`src/rtl/ipc_pkg.sv`:
```
package ipc_pkg;

  // Default expression buffer depth
  localparam int MaxLenDefault = 64;

  // Characters with a special role
  localparam logic [7:0] CharOpen  = 8'h28;
  localparam logic [7:0] CharClose = 8'h29;
  localparam logic [7:0] CharPlus  = 8'h2B;
  localparam logic [7:0] CharMinus = 8'h2D;
  localparam logic [7:0] CharMul   = 8'h2A;
  localparam logic [7:0] CharDiv   = 8'h2F;
  localparam logic [7:0] CharPow   = 8'h5E;

  // Character class as seen by the converter (after paren swap)
  typedef enum logic [1:0] {
    KIND_OPERAND,
    KIND_OPEN,
    KIND_CLOSE,
    KIND_OPER
  } kind_e;

  // One classified character, front to back
  typedef struct packed {
    logic [7:0] ch;
    kind_e      kind;
    logic [1:0] prec;
    logic       last;
  } item_t;

  // Operator precedence; anything unknown binds loosest
  function automatic logic [1:0] prec_of(input logic [7:0] c);
    logic [1:0] p;
    case (c)
      CharPlus, CharMinus: p = 2'd1;
      CharMul, CharDiv:    p = 2'd2;
      CharPow:             p = 2'd3;
      default:             p = 2'd0;
    endcase
    return p;
  endfunction

endpackage

```
`src/rtl/ipc_front.sv`:
```
module ipc_front (
  input  logic           in_valid_i,
  output logic           in_stall_o,
  input  logic [7:0]     in_char_i,
  input  logic           in_last_i,
  output logic           push_o,
  input  logic           full_i,
  output ipc_pkg::item_t item_o
);

  logic [7:0] swapped;
  logic       is_alnum;

  // Swap parentheses for the reversed scan
  always_comb begin
    if (in_char_i == ipc_pkg::CharOpen) begin
      swapped = ipc_pkg::CharClose;
    end else if (in_char_i == ipc_pkg::CharClose) begin
      swapped = ipc_pkg::CharOpen;
    end else begin
      swapped = in_char_i;
    end
  end

  assign is_alnum = (in_char_i >= 8'h61 && in_char_i <= 8'h7A) ||
                    (in_char_i >= 8'h41 && in_char_i <= 8'h5A) ||
                    (in_char_i >= 8'h30 && in_char_i <= 8'h39);

  // Classify the character
  always_comb begin
    item_o.ch   = swapped;
    item_o.prec = ipc_pkg::prec_of(swapped);
    item_o.last = in_last_i;
    if (is_alnum) begin
      item_o.kind = ipc_pkg::KIND_OPERAND;
    end else if (swapped == ipc_pkg::CharOpen) begin
      item_o.kind = ipc_pkg::KIND_OPEN;
    end else if (swapped == ipc_pkg::CharClose) begin
      item_o.kind = ipc_pkg::KIND_CLOSE;
    end else begin
      item_o.kind = ipc_pkg::KIND_OPER;
    end
  end

  // Handshake into the queue
  assign in_stall_o = full_i;
  assign push_o     = in_valid_i & ~full_i;

endmodule

```
`src/rtl/ipc_queue.sv`:
```
module ipc_queue (
  input  logic           clk_i,
  input  logic           rst_ni,
  input  logic           push_i,
  input  ipc_pkg::item_t push_item_i,
  output logic           full_o,
  output logic           valid_o,
  input  logic           stall_i,
  output ipc_pkg::item_t item_o
);

  ipc_pkg::item_t slot_q [2];
  logic           wr_ptr_q, rd_ptr_q;
  logic [1:0]     count_q;
  logic           pop;

  assign full_o  = (count_q == 2'd2);
  assign valid_o = (count_q != 2'd0);
  assign item_o  = slot_q[rd_ptr_q];
  assign pop     = valid_o & ~stall_i;

  // Storage, no reset needed
  always_ff @(posedge clk_i) begin
    if (push_i) begin
      slot_q[wr_ptr_q] <= push_item_i;
    end
  end

  // Pointers and fill level
  always_ff @(posedge clk_i or negedge rst_ni) begin
    if (!rst_ni) begin
      wr_ptr_q <= 1'b0;
      rd_ptr_q <= 1'b0;
      count_q  <= 2'd0;
    end else begin
      if (push_i) begin
        wr_ptr_q <= ~wr_ptr_q;
      end
      if (pop) begin
        rd_ptr_q <= ~rd_ptr_q;
      end
      case ({push_i, pop})
        2'b10:   count_q <= count_q + 2'd1;
        2'b01:   count_q <= count_q - 2'd1;
        default: count_q <= count_q;
      endcase
    end
  end

endmodule

```
`src/rtl/ipc_back.sv`:
```
module ipc_back #(
  parameter int MaxLen = ipc_pkg::MaxLenDefault
) (
  input  logic           clk_i,
  input  logic           rst_ni,
  input  logic           q_valid_i,
  output logic           q_stall_o,
  input  ipc_pkg::item_t q_item_i,
  output logic           out_valid_o,
  input  logic           out_stall_i,
  output logic [7:0]     out_char_o,
  output logic           out_last_o,
  output logic           out_empty_o,
  output logic           overflow_o
);

  localparam int CntW  = $clog2(MaxLen + 1);
  localparam int AddrW = $clog2(MaxLen);
  localparam logic [CntW-1:0] MaxCnt = CntW'(MaxLen);
  localparam logic [CntW-1:0] One    = CntW'(1);
  localparam logic [CntW-1:0] Two    = CntW'(2);

  localparam logic [3:0] StLoad   = 4'd0;
  localparam logic [3:0] StScanRd = 4'd1;
  localparam logic [3:0] StScanEx = 4'd2;
  localparam logic [3:0] StClose  = 4'd3;
  localparam logic [3:0] StOper   = 4'd4;
  localparam logic [3:0] StRefill = 4'd5;
  localparam logic [3:0] StDrain  = 4'd6;
  localparam logic [3:0] StEmRd   = 4'd7;
  localparam logic [3:0] StEmLd   = 4'd8;
  localparam logic [3:0] StEmWait = 4'd9;

  // Memories
  ipc_pkg::item_t txt_mem [MaxLen];
  logic [7:0]     stk_mem [MaxLen];
  logic [7:0]     res_mem [MaxLen];

  ipc_pkg::item_t txt_rd_q;
  logic [7:0]     stk_rd_q, res_rd_q;

  logic [3:0]      state_q, state_d, ret_q, ret_d;
  logic [CntW-1:0] cnt_q, cnt_d, idx_q, idx_d, sp_q, sp_d, rc_q, rc_d;
  logic            ovf_q, ovf_d;
  logic [7:0]      top_q, top_d;
  ipc_pkg::item_t  cur_q, cur_d;
  logic            out_valid_q, out_valid_d, out_last_q, out_last_d;
  logic            out_empty_q, out_empty_d;
  logic [7:0]      out_char_q, out_char_d;

  logic            txt_we, stk_we, res_we;
  logic [7:0]      res_wdata;
  logic [CntW-1:0] txt_ra, stk_ra, res_ra, stk_wa;
  logic [1:0]      top_prec;
  logic            top_live, op_pops;

  assign txt_ra   = idx_q - One;
  assign stk_ra   = sp_q - Two;
  assign res_ra   = idx_q - One;
  assign stk_wa   = sp_q - One;
  assign top_prec = ipc_pkg::prec_of(top_q);
  assign top_live = (sp_q != '0) && (top_q != ipc_pkg::CharOpen);
  assign op_pops  = (cur_q.ch == ipc_pkg::CharPow) ? (top_prec >= cur_q.prec)
                                                   : (top_prec >  cur_q.prec);

  // Text store: written while loading, read during the scan
  always_ff @(posedge clk_i) begin
    if (txt_we) begin
      txt_mem[cnt_q[AddrW-1:0]] <= q_item_i;
    end
    txt_rd_q <= txt_mem[txt_ra[AddrW-1:0]];
  end

  // Operator stack below the cached top entry
  always_ff @(posedge clk_i) begin
    if (stk_we) begin
      stk_mem[stk_wa[AddrW-1:0]] <= top_q;
    end
    stk_rd_q <= stk_mem[stk_ra[AddrW-1:0]];
  end

  // Result store: filled in scan order, read back in reverse
  always_ff @(posedge clk_i) begin
    if (res_we) begin
      res_mem[rc_q[AddrW-1:0]] <= res_wdata;
    end
    res_rd_q <= res_mem[res_ra[AddrW-1:0]];
  end

  // Conversion sequencer
  always_comb begin
    state_d     = state_q;
    ret_d       = ret_q;
    cnt_d       = cnt_q;
    idx_d       = idx_q;
    sp_d        = sp_q;
    rc_d        = rc_q;
    ovf_d       = ovf_q;
    top_d       = top_q;
    cur_d       = cur_q;
    out_valid_d = out_valid_q;
    out_char_d  = out_char_q;
    out_last_d  = out_last_q;
    out_empty_d = out_empty_q;
    txt_we      = 1'b0;
    stk_we      = 1'b0;
    res_we      = 1'b0;
    res_wdata   = top_q;

    unique case (state_q)
      StLoad: begin
        if (q_valid_i) begin
          if (cnt_q != MaxCnt) begin
            txt_we = 1'b1;
            cnt_d  = cnt_q + One;
          end else begin
            ovf_d = 1'b1;
          end
          if (q_item_i.last) begin
            idx_d   = (cnt_q != MaxCnt) ? cnt_q + One : cnt_q;
            sp_d    = '0;
            rc_d    = '0;
            state_d = StScanRd;
          end
        end
      end
      StScanRd: begin
        if (idx_q == '0) begin
          state_d = StDrain;
        end else begin
          idx_d   = idx_q - One;
          state_d = StScanEx;
        end
      end
      StScanEx: begin
        cur_d = txt_rd_q;
        unique case (txt_rd_q.kind)
          ipc_pkg::KIND_OPERAND: begin
            res_we    = 1'b1;
            res_wdata = txt_rd_q.ch;
            rc_d      = rc_q + One;
            state_d   = StScanRd;
          end
          ipc_pkg::KIND_OPEN: begin
            stk_we  = (sp_q != '0);
            top_d   = txt_rd_q.ch;
            sp_d    = sp_q + One;
            state_d = StScanRd;
          end
          ipc_pkg::KIND_CLOSE: state_d = StClose;
          default:             state_d = StOper;
        endcase
      end
      StClose: begin
        if (top_live) begin
          res_we  = 1'b1;
          rc_d    = rc_q + One;
          sp_d    = sp_q - One;
          ret_d   = StClose;
          state_d = StRefill;
        end else if (sp_q != '0) begin
          // matching open: discard it
          sp_d    = sp_q - One;
          ret_d   = StScanRd;
          state_d = StRefill;
        end else begin
          state_d = StScanRd;
        end
      end
      StOper: begin
        if (top_live && op_pops) begin
          res_we  = 1'b1;
          rc_d    = rc_q + One;
          sp_d    = sp_q - One;
          ret_d   = StOper;
          state_d = StRefill;
        end else begin
          stk_we  = (sp_q != '0);
          top_d   = cur_q.ch;
          sp_d    = sp_q + One;
          state_d = StScanRd;
        end
      end
      StRefill: begin
        top_d   = stk_rd_q;
        state_d = ret_q;
      end
      StDrain: begin
        if (sp_q != '0) begin
          // stray open parens are dropped
          if (top_q != ipc_pkg::CharOpen) begin
            res_we = 1'b1;
            rc_d   = rc_q + One;
          end
          sp_d    = sp_q - One;
          ret_d   = StDrain;
          state_d = StRefill;
        end else if (rc_q == '0) begin
          out_valid_d = 1'b1;
          out_char_d  = 8'd0;
          out_last_d  = 1'b1;
          out_empty_d = 1'b1;
          state_d     = StEmWait;
        end else begin
          idx_d   = rc_q;
          state_d = StEmRd;
        end
      end
      StEmRd: begin
        idx_d   = idx_q - One;
        state_d = StEmLd;
      end
      StEmLd: begin
        out_valid_d = 1'b1;
        out_char_d  = res_rd_q;
        out_last_d  = (idx_q == '0);
        out_empty_d = 1'b0;
        state_d     = StEmWait;
      end
      StEmWait: begin
        if (!out_stall_i) begin
          out_valid_d = 1'b0;
          if (out_last_q) begin
            cnt_d   = '0;
            ovf_d   = 1'b0;
            state_d = StLoad;
          end else begin
            state_d = StEmRd;
          end
        end
      end
      default: state_d = StLoad;
    endcase
  end

  // Control state
  always_ff @(posedge clk_i or negedge rst_ni) begin
    if (!rst_ni) begin
      state_q     <= StLoad;
      ret_q       <= StLoad;
      cnt_q       <= '0;
      idx_q       <= '0;
      sp_q        <= '0;
      rc_q        <= '0;
      ovf_q       <= 1'b0;
      out_valid_q <= 1'b0;
    end else begin
      state_q     <= state_d;
      ret_q       <= ret_d;
      cnt_q       <= cnt_d;
      idx_q       <= idx_d;
      sp_q        <= sp_d;
      rc_q        <= rc_d;
      ovf_q       <= ovf_d;
      out_valid_q <= out_valid_d;
    end
  end

  // Payload registers
  always_ff @(posedge clk_i) begin
    top_q       <= top_d;
    cur_q       <= cur_d;
    out_char_q  <= out_char_d;
    out_last_q  <= out_last_d;
    out_empty_q <= out_empty_d;
  end

  assign q_stall_o   = (state_q != StLoad);
  assign out_valid_o = out_valid_q;
  assign out_char_o  = out_char_q;
  assign out_last_o  = out_last_q;
  assign out_empty_o = out_empty_q;
  assign overflow_o  = ovf_q;

endmodule

```
`src/rtl/infix_to_prefix_converter.sv`:
```
// Channel  | Direction | Handshake            | Payload
// ---------+-----------+----------------------+------------------------------------
// input    | in        | in_valid_i/in_stall_o | in_char_i, in_last_i
// output   | out       | out_valid_o/out_stall_i | out_char_o, out_last_o,
//          |           |                      | out_empty_o, overflow_o
//
// Loading takes one cycle per character through a two-entry queue while the
// back end loads, else input stalls once the queue is full. The scan reads
// the stored characters in reverse; each stack pop or discarded open paren
// needs a stack memory read, an operator push or lone close paren none; the
// flush pops leftovers. Emission holds while output stalls; new input waits.
// Reset is asynchronous and active low; the memories need no clearing.
module infix_to_prefix_converter #(
  parameter int MaxLen = ipc_pkg::MaxLenDefault
) (
  input  logic       clk_i,
  input  logic       rst_ni,
  input  logic       in_valid_i,
  output logic       in_stall_o,
  input  logic [7:0] in_char_i,
  input  logic       in_last_i,
  output logic       out_valid_o,
  input  logic       out_stall_i,
  output logic [7:0] out_char_o,
  output logic       out_last_o,
  output logic       out_empty_o,
  output logic       overflow_o
);

  ipc_pkg::item_t front_item, q_item;
  logic           push, full, q_valid, q_stall;

  // Classify incoming transactions
  ipc_front u_front (
    .in_valid_i (in_valid_i),
    .in_stall_o (in_stall_o),
    .in_char_i  (in_char_i),
    .in_last_i  (in_last_i),
    .push_o     (push),
    .full_i     (full),
    .item_o     (front_item)
  );

  // Decoupling queue
  ipc_queue u_queue (
    .clk_i       (clk_i),
    .rst_ni      (rst_ni),
    .push_i      (push),
    .push_item_i (front_item),
    .full_o      (full),
    .valid_o     (q_valid),
    .stall_i     (q_stall),
    .item_o      (q_item)
  );

  // Store, convert and emit
  ipc_back #(
    .MaxLen (MaxLen)
  ) u_back (
    .clk_i       (clk_i),
    .rst_ni      (rst_ni),
    .q_valid_i   (q_valid),
    .q_stall_o   (q_stall),
    .q_item_i    (q_item),
    .out_valid_o (out_valid_o),
    .out_stall_i (out_stall_i),
    .out_char_o  (out_char_o),
    .out_last_o  (out_last_o),
    .out_empty_o (out_empty_o),
    .overflow_o  (overflow_o)
  );

endmodule
```
`config.mk`:
```
export PLATFORM = sky130hd
export DESIGN_NAME = infix_to_prefix_converter
export DESIGN_NICKNAME = d
export VERILOG_FILES = /design/src/rtl/ipc_pkg.sv /design/src/rtl/ipc_front.sv /design/src/rtl/ipc_queue.sv /design/src/rtl/ipc_back.sv /design/src/rtl/infix_to_prefix_converter.sv
export SDC_FILE = /design/constraint.sdc
export NUM_CORES = 2
export LEC_CHECK = 0
export ABC_AREA = 1
export BUFFER_PORTS_ARGS = -buffer_cell sky130_fd_sc_hd__buf_2
export CAP_MARGIN = 20
export CORE_ASPECT_RATIO = 0.5
export CORE_MARGIN = 5
export CORE_UTILIZATION = 50
export DETAILED_ROUTE_END_ITERATION = 10
export PLACE_DENSITY = 0.65
export SLEW_MARGIN = 20
export SYNTH_ARGS = -nofsm -noshare
export SYNTH_HDL_FRONTEND = slang
export SYNTH_SLANG_ARGS = --single-unit
```
`constraint.sdc`:
```
create_clock -name clk_i -period 6.62 [get_ports clk_i]
set_clock_uncertainty 0.1 [all_clocks]
set_input_delay 0.331 -clock clk_i [delete_from_list [all_inputs] [get_ports clk_i]]
set_output_delay 0.331 -clock clk_i [all_outputs]
set_load 0.02 [all_outputs]
```
Yosys cells after proc, flatten, opt, wreduce, memory -nomap -nowiden
Memories as Yosys holds them, arrays and structs flattened. A register that Yosys moved wholly into a read port is not among the register bits.
Cells that the tools add are included.
Word-level totals
  register bits after elaboration: 70
  bits in latches: 0
  memory bits (writable): 1882
  memory bits (read-only): 0
  input bits: 13
  output and inout port bits: 13
  logic and storage cells: 217
  memories kept: 4
Operators by class
  add/sub/neg operators: 8
  $mul: 0
  div/mod/pow operators: 0
  magnitude comparators: 8
  equal/unequal tests: 48
  shift-type cells: 0
  muxes and demuxes: 89
  bitwise logic cells: 6
  reduce and logical (&&, ||, !) cells: 37
Memory list
  u_back.txt_mem: words 64, bits a word 13, read ports 1, clocked after memory_dff 1, wr ports 1, line ipc_back.sv:35  | ipc_pkg::item_t txt_mem [MaxLen];
  u_back.res_mem: words 64, bits a word 8, read ports 1, clocked after memory_dff 1, wr ports 1, line ipc_back.sv:37  | logic [7:0] res_mem [MaxLen];
  u_back.stk_mem: words 64, bits a word 8, read ports 1, clocked after memory_dff 1, wr ports 1, line ipc_back.sv:36  | logic [7:0] stk_mem [MaxLen];
  u_queue.slot_q: words 2, bits a word 13, read ports 1, clocked after memory_dff 0, wr ports 1, line ipc_queue.sv:12  | ipc_pkg::item_t slot_q [2];
Operators by type and width (number)
  $mux 7: 20
  $eq 8x6->1 const B: 12
  $pmux 7 s5: 2
  $mux 8: 8
  $mux 4: 10
  $pmux 4 s10: 1
  $pmux 7 s4: 1
  $mux 1: 27
  $eq 8x7->1 const B: 3
  $pmux 8 s3: 1
  $add 7x1->7 const B: 3
  $ne 2x1->1 const B: 9
  $eq 4x3->1 const B: 4
  $ge 8x7->1 const B: 2
  $le 8x7->1 const B: 2
  $pmux 8 s2: 1
  $reduce_and 4->1: 4
  $logic_not 7->1: 2
  $ne 2x2->1 const B: 7
  $pmux 7 s2: 1
  $sub 7x1->7 const B: 2
  $mux 3: 4
  $pmux 2 s3: 2
  $pmux 4 s3: 1
  37 further kinds: 67

Depth between registers and ports, before layout
  word-level depth: 10
  gate-level depth with buffers: 17
  gate-level depth less buffers: 17

Modules after synthesis
From an unflattened synthesis, not the netlist that was laid out.
Second synthesis, totals
  cell total of the unflattened synthesis: 7006
  area total of the unflattened synthesis: 79696.4 um^2
Modules (own cells, without submodules)
  ipc_back: times used 1, cells each 6852, area each 78283.8 um^2, seq. area each 56138.8 um^2
  ipc_queue: times used 1, cells each 97, area each 1167.4 um^2, seq. area each 880.8 um^2
  ipc_front: times used 1, cells each 57, area each 245.2 um^2, seq. area each 0.0 um^2

Least setup slack after synthesis
Ideal clock, no wire load.
  path type: register -> register
  from: register u_back.state_q[3]
  to: memory u_back.res_mem[0][6] (data pin)
  library setup time: 0.702 ns
  data arrival time: 3.913 ns
  data required time: 5.818 ns
  path slack: 1.905 ns
  cell stages (with the launch flop): 8
  buffers on the path: 2
  period minus slack after synthesis: 4.715 ns
  cells stage by stage: dfrtp_1 -> buf_6 -> nor2_4 -> nand2_1 -> nor2_4 -> nand2_2 -> clkbuf_1 -> o21ai_0
Between the ends
  word-level cells in the longest chain between the ends: 2
Ends and longest elaborated chain
  from (decl): line ipc_back.sv:42  | logic [3:0] state_q, state_d, ret_q, ret_d;
  from (signal assigned): line ipc_back.sv:239  | state_q <= StLoad;
  from (signal assigned): line ipc_back.sv:248  | state_q <= state_d;
  $eq 4x2->1: line ipc_back.sv:110  | unique case (state_q)
  $mux 8: line ipc_back.sv:110
  net u_back.res_wdata[6]: line ipc_back.sv:52  | logic [7:0] res_wdata;
  to (decl): line ipc_back.sv:37
The timed path passes the listed nets, and every way through them passes these cells.

Final worst setup path
  from: register u_back.idx_q[0]
  to: register u_back.res_rd_q[6] (read register of u_back.res_mem)
Between the ends
  word-level cells in the longest chain between the ends: 1
Ends and longest elaborated chain
  from (decl): line ipc_back.sv:43  | logic [CntW-1:0] cnt_q, cnt_d, idx_q, idx_d, sp_q, sp_d, rc_q, rc_d;
  from (signal assigned): line ipc_back.sv:251  | idx_q <= idx_d;
  $sub 7x1->7: line ipc_back.sv:59  | assign res_ra = idx_q - One;
  to (decl): line ipc_back.sv:40  | logic [7:0] stk_rd_q, res_rd_q;
No other way between the ends.
A chain may end at the register's enable or synchronous reset.

==> metrics.md <==
| Metric | Value |
|---|---|
| Worst Path Buf+Inv | `3` |
| Die ar. | `approximately 170000 sq um` |
| Leading cell type in the layout, fill and taps excluded | `edfxtp_1` |
| Max Fclk | `0.205 GHz` |
| Final WL | `roughly 200 mm` |
| Final ANT Viol Nets | `0` |
| Synth area leaders | `edfxtp_1, nor2_1, o21ai_0, nand3_1, nand2_1` |
| Prevailing post-synth register cell | `edfxtp_1` |
| Syn. warnings | `0` |
| Number of flops mapped to enable cells by yosys | `~1800` |
| DRC viols | `0` |
| Detailed Place HPWL | `between 100 and 150 mm` |
| Syn Area/Cell | `around 12 sq um` |
| Finished Cell Area | `between 80000 and 90000 sq um` |
| GPL Wtd Cong | `slightly below 0.9` |
| Asr flop ratio synth | `0.0214` |
| Vias per std cell | `5.73` |
| Ratio of cells with drive above 1 in the final layout | `0.0707` |
| Crit-path max FO | `176` |
| IO Pins | `26` |
| Worst-margin pin slew | `approximately 1100 ps` |
| CTS H-tree lvls | `4` |
| Initial antenna violation count | `2` |
| Core box area | `roughly 160000 sq um` |
| IO buf count | `25` |
| Total GRT Usage | `0.237` |
| P&R area growth vs syn | `9.42%` |
| Fin. Hold Viols | `0` |
| RSZ-0062 raised after global routing | `false` |
| Drt wl/cell | `22.5 um` |
| Period minus WS final | `4890 ps` |
| Post-synth cell types | `between 40 and 50` |
| TritonCTS clock tree | `yes` |
| Dpl cell area | `slightly above 80000 sq um` |
| Initial DRC Count | `between 6000 and 7000` |
| PwrDens | `about 490 nW/um^2` |
| Worst hold path class | `primary input to asynchronous set/reset pin` |
| Synth area leader | `edfxtp_1` |
| Worst-Skew Late Latency | `roughly 800 ps` |
| Flops & latches, synth | `between 1500 and 2000` |
| Cells along the critical path | `inv_16 > ha_4 > clkinv_8 > buf_4 > nor2_1 > o21ai_0 > nand3_1 > nand3_1 > nand3_1 > nand3_1 > nand2_1` |
| Crit path max-delay family | `buffers and inverters` |
| End-of-flow core utilization | `0.549` |
| First-pass GRT wire length | `around 300 mm` |
| VDD IR max | `0.689 mV` |
| Critical Path End Type | `register` |
| Final WS setup | `about 1700 ps` |
| Status | `finished clean` |
| DR pass1 iterations | `6` |
| CP peak stage delay | `940 ps` |
| Setup tns final | `0 ps` |
| Vias in the first global route | `a little under 50000` |
| Place WS | `approximately 1900 ps` |
| Synth top area share | `0.703` |
| Cts repair resizes | `0` |
| Initial Utilization | `0.501` |
| FP Rows | `a little over 100` |
| Post-synthesis cell area | `78800 sq um` |
| Most frequent cells in the layout | `edfxtp_1, nor2_1, o21ai_0` |
| Slew Viols, Final | `0` |
| Largest net degree at the start of global routing | `approximately 250` |
| Clock root buffer | `clkbuf_16` |
| Critical Path AT | `5500 ps` |
| Die Wd | `571 um` |
| Leak Pwr | `between 20 and 30 nW` |
| Register area share after synthesis | `0.723` |
| Cell count after synthesis | `6774` |
| Die height | `291 um` |
| Slew margin rel. | `0.268` |
| NumNets Final | `approximately 6700` |
| Non-Filler Instances | `between 8000 and 9000` |
| Tcrit/Tclk final | `0.738` |
| Total CTS buffers | `around 170` |
| Max_cap viols | `0` |
| Clock sink count | `1915` |
| Routed via count | `between 50000 and 60000` |
| Placed insts | `around 8600` |
| CP max stage cell | `dfrtp_4` |
| WP data required | `slightly above 7000 ps` |
| Critical path's most frequent cell | `nand3_1` |
| Reg clk slew, reported paths | `roughly 70 ps` |
| Final setup violation count | `0` |
| Setup CP Type | `register to register` |
| Overflow after GRT | `0` |
| Worst Setup Start Kind | `register` |
| Syn nets | `about 7000` |
| CTS Buffer Depth | `4` |
final timing paths:
check | from | end | slack [ps] | cells after the start
worst max-delay path | u_back.idx_q[0]$_DFFE_PN0P_ | u_back.res_rd_q[6]$_DFF_P_ | 1730 | 11
worst min-delay path | rst_ni | u_back.sp_q[0]$_DFFE_PN0P_ | 130 | 3
worst max register to register | u_back.idx_q[0]$_DFFE_PN0P_ | u_back.res_rd_q[6]$_DFF_P_ | 1730 | 11
worst min register to register | u_back.idx_q[5]$_DFFE_PN0P_ | u_back.idx_q[5]$_DFFE_PN0P_ | 390 | 2
max in group asynchronous | rst_ni | u_back.idx_q[0]$_DFFE_PN0P_ | 5790 | 3
min in group clk_i | in_last_i | u_queue.slot_q[1][0]$_DFFE_PP_ | 170 | 2
registers in the layout, summed over array words and instances, names as in the netlist, 2 cells and up:
register and flops:
u_back.cnt_q 7, u_back.cur_q 10, u_back.idx_q 7, u_back.out_char_o 8, u_back.rc_q 7, u_back.res_mem 512
u_back.res_rd_q 8, u_back.ret_q 3, u_back.sp_q 7, u_back.state_q 4, u_back.stk_mem 512, u_back.stk_rd_q 8
u_back.top_q 8, u_back.txt_mem 768, u_back.txt_rd_q 12, u_queue.count_q 2, u_queue.slot_q 26
worst reg2reg max path: cells and delay by family (launching register included):
family / cells / cell delay [ps]
AO/OA/AOI/OAI: 1 / 100
adder cells (fa/ha/maj): 1 / 780
buffers and inverters: 3 / 1920
flip-flops: 1 / 940
AND/OR/NAND/NOR: 6 / 1000
through the flow:
| step | power (mW) | hold slack (ps) |
|---|---|---|
| floorplan | 26.7 | -64.6 |
| global placement | 32.7 | 362 |
| detailed placement | 32.9 | 368 |
| CTS | 42.3 | 70.2 |
| global route | 44.6 | 151 |
| finish | 42.3 | 127 |
cell usage after synthesis, types with 4 or more instances:
library cell  count
edfxtp_1       1846
nor2_1         1740
o21ai_0         800
nand3_1         793
nand2_1         577
inv_1           221
buf_2           177
clkbuf_1        164
o211ai_1        159
buf_1            44
dfrtp_1          41
dfxtp_1          28
inv_2            22
a21oi_1          17
xor2_1           16
buf_4            15
ha_1             13
nor3_1           10
nor2_2            8
nand2_2           7
o22ai_1           7
nor2_4            6
buf_6             5
nand3_2           5
nand4_1           5
o21ai_2           5
nand3_4           4
nor4_1            4
o21ai_1           4
area by class of cell:
cell class,count,area (sq um)
inverters,245,961
multi-input cells,4208,19300
repair buffers,145,1130
flip-flops and latches,1915,57000
clock buffers,229,4680
diodes,3,7.51
clock inverters,76,510
well taps,2100,2630
fillers,12900,71000
repair_timing:
action,CTS,global route
setup buffers,0,0
endpoints found under the hold margin,73,0
endpoints found under the setup margin,0,0
hold buffers,12,0
report_power, final:
| group | total, mW | internal [mW] | switching [mW] |
|---|---|---|---|
| clock network | 9.50 | 5.17 | 4.33 |
| registers | 15.7 | 15.2 | 0.437 |
| logic | 17.2 | 4.32 | 12.8 |
logic make-up after synthesis:
family,count (synthesis),share of synthesized area
AOI/OAI and AO/OA,1007,0.0698
xor gates and xnor gates,22,0.00297
buffers and inverters,651,0.0351
adders and majority gates,13,0.00206
and+or+nand+nor,3166,0.167
DFF,1915,0.723
metal layers:
| layer | GRT usage | part of all wire | up-vias |
|---|---|---|---|
| met5 | 0 | 0 | - |
| met4 | 0.0624 | 0.026 | 0 |
| met3 | 0.0441 | 0.086 | 326 |
| met2 | 0.372 | 0.46 | 2130 |
| met1 | 0.343 | 0.42 | 25000 |
| li1 | - | - | 23700 |
No activity file was read; power rests on OpenSTA's default activity.
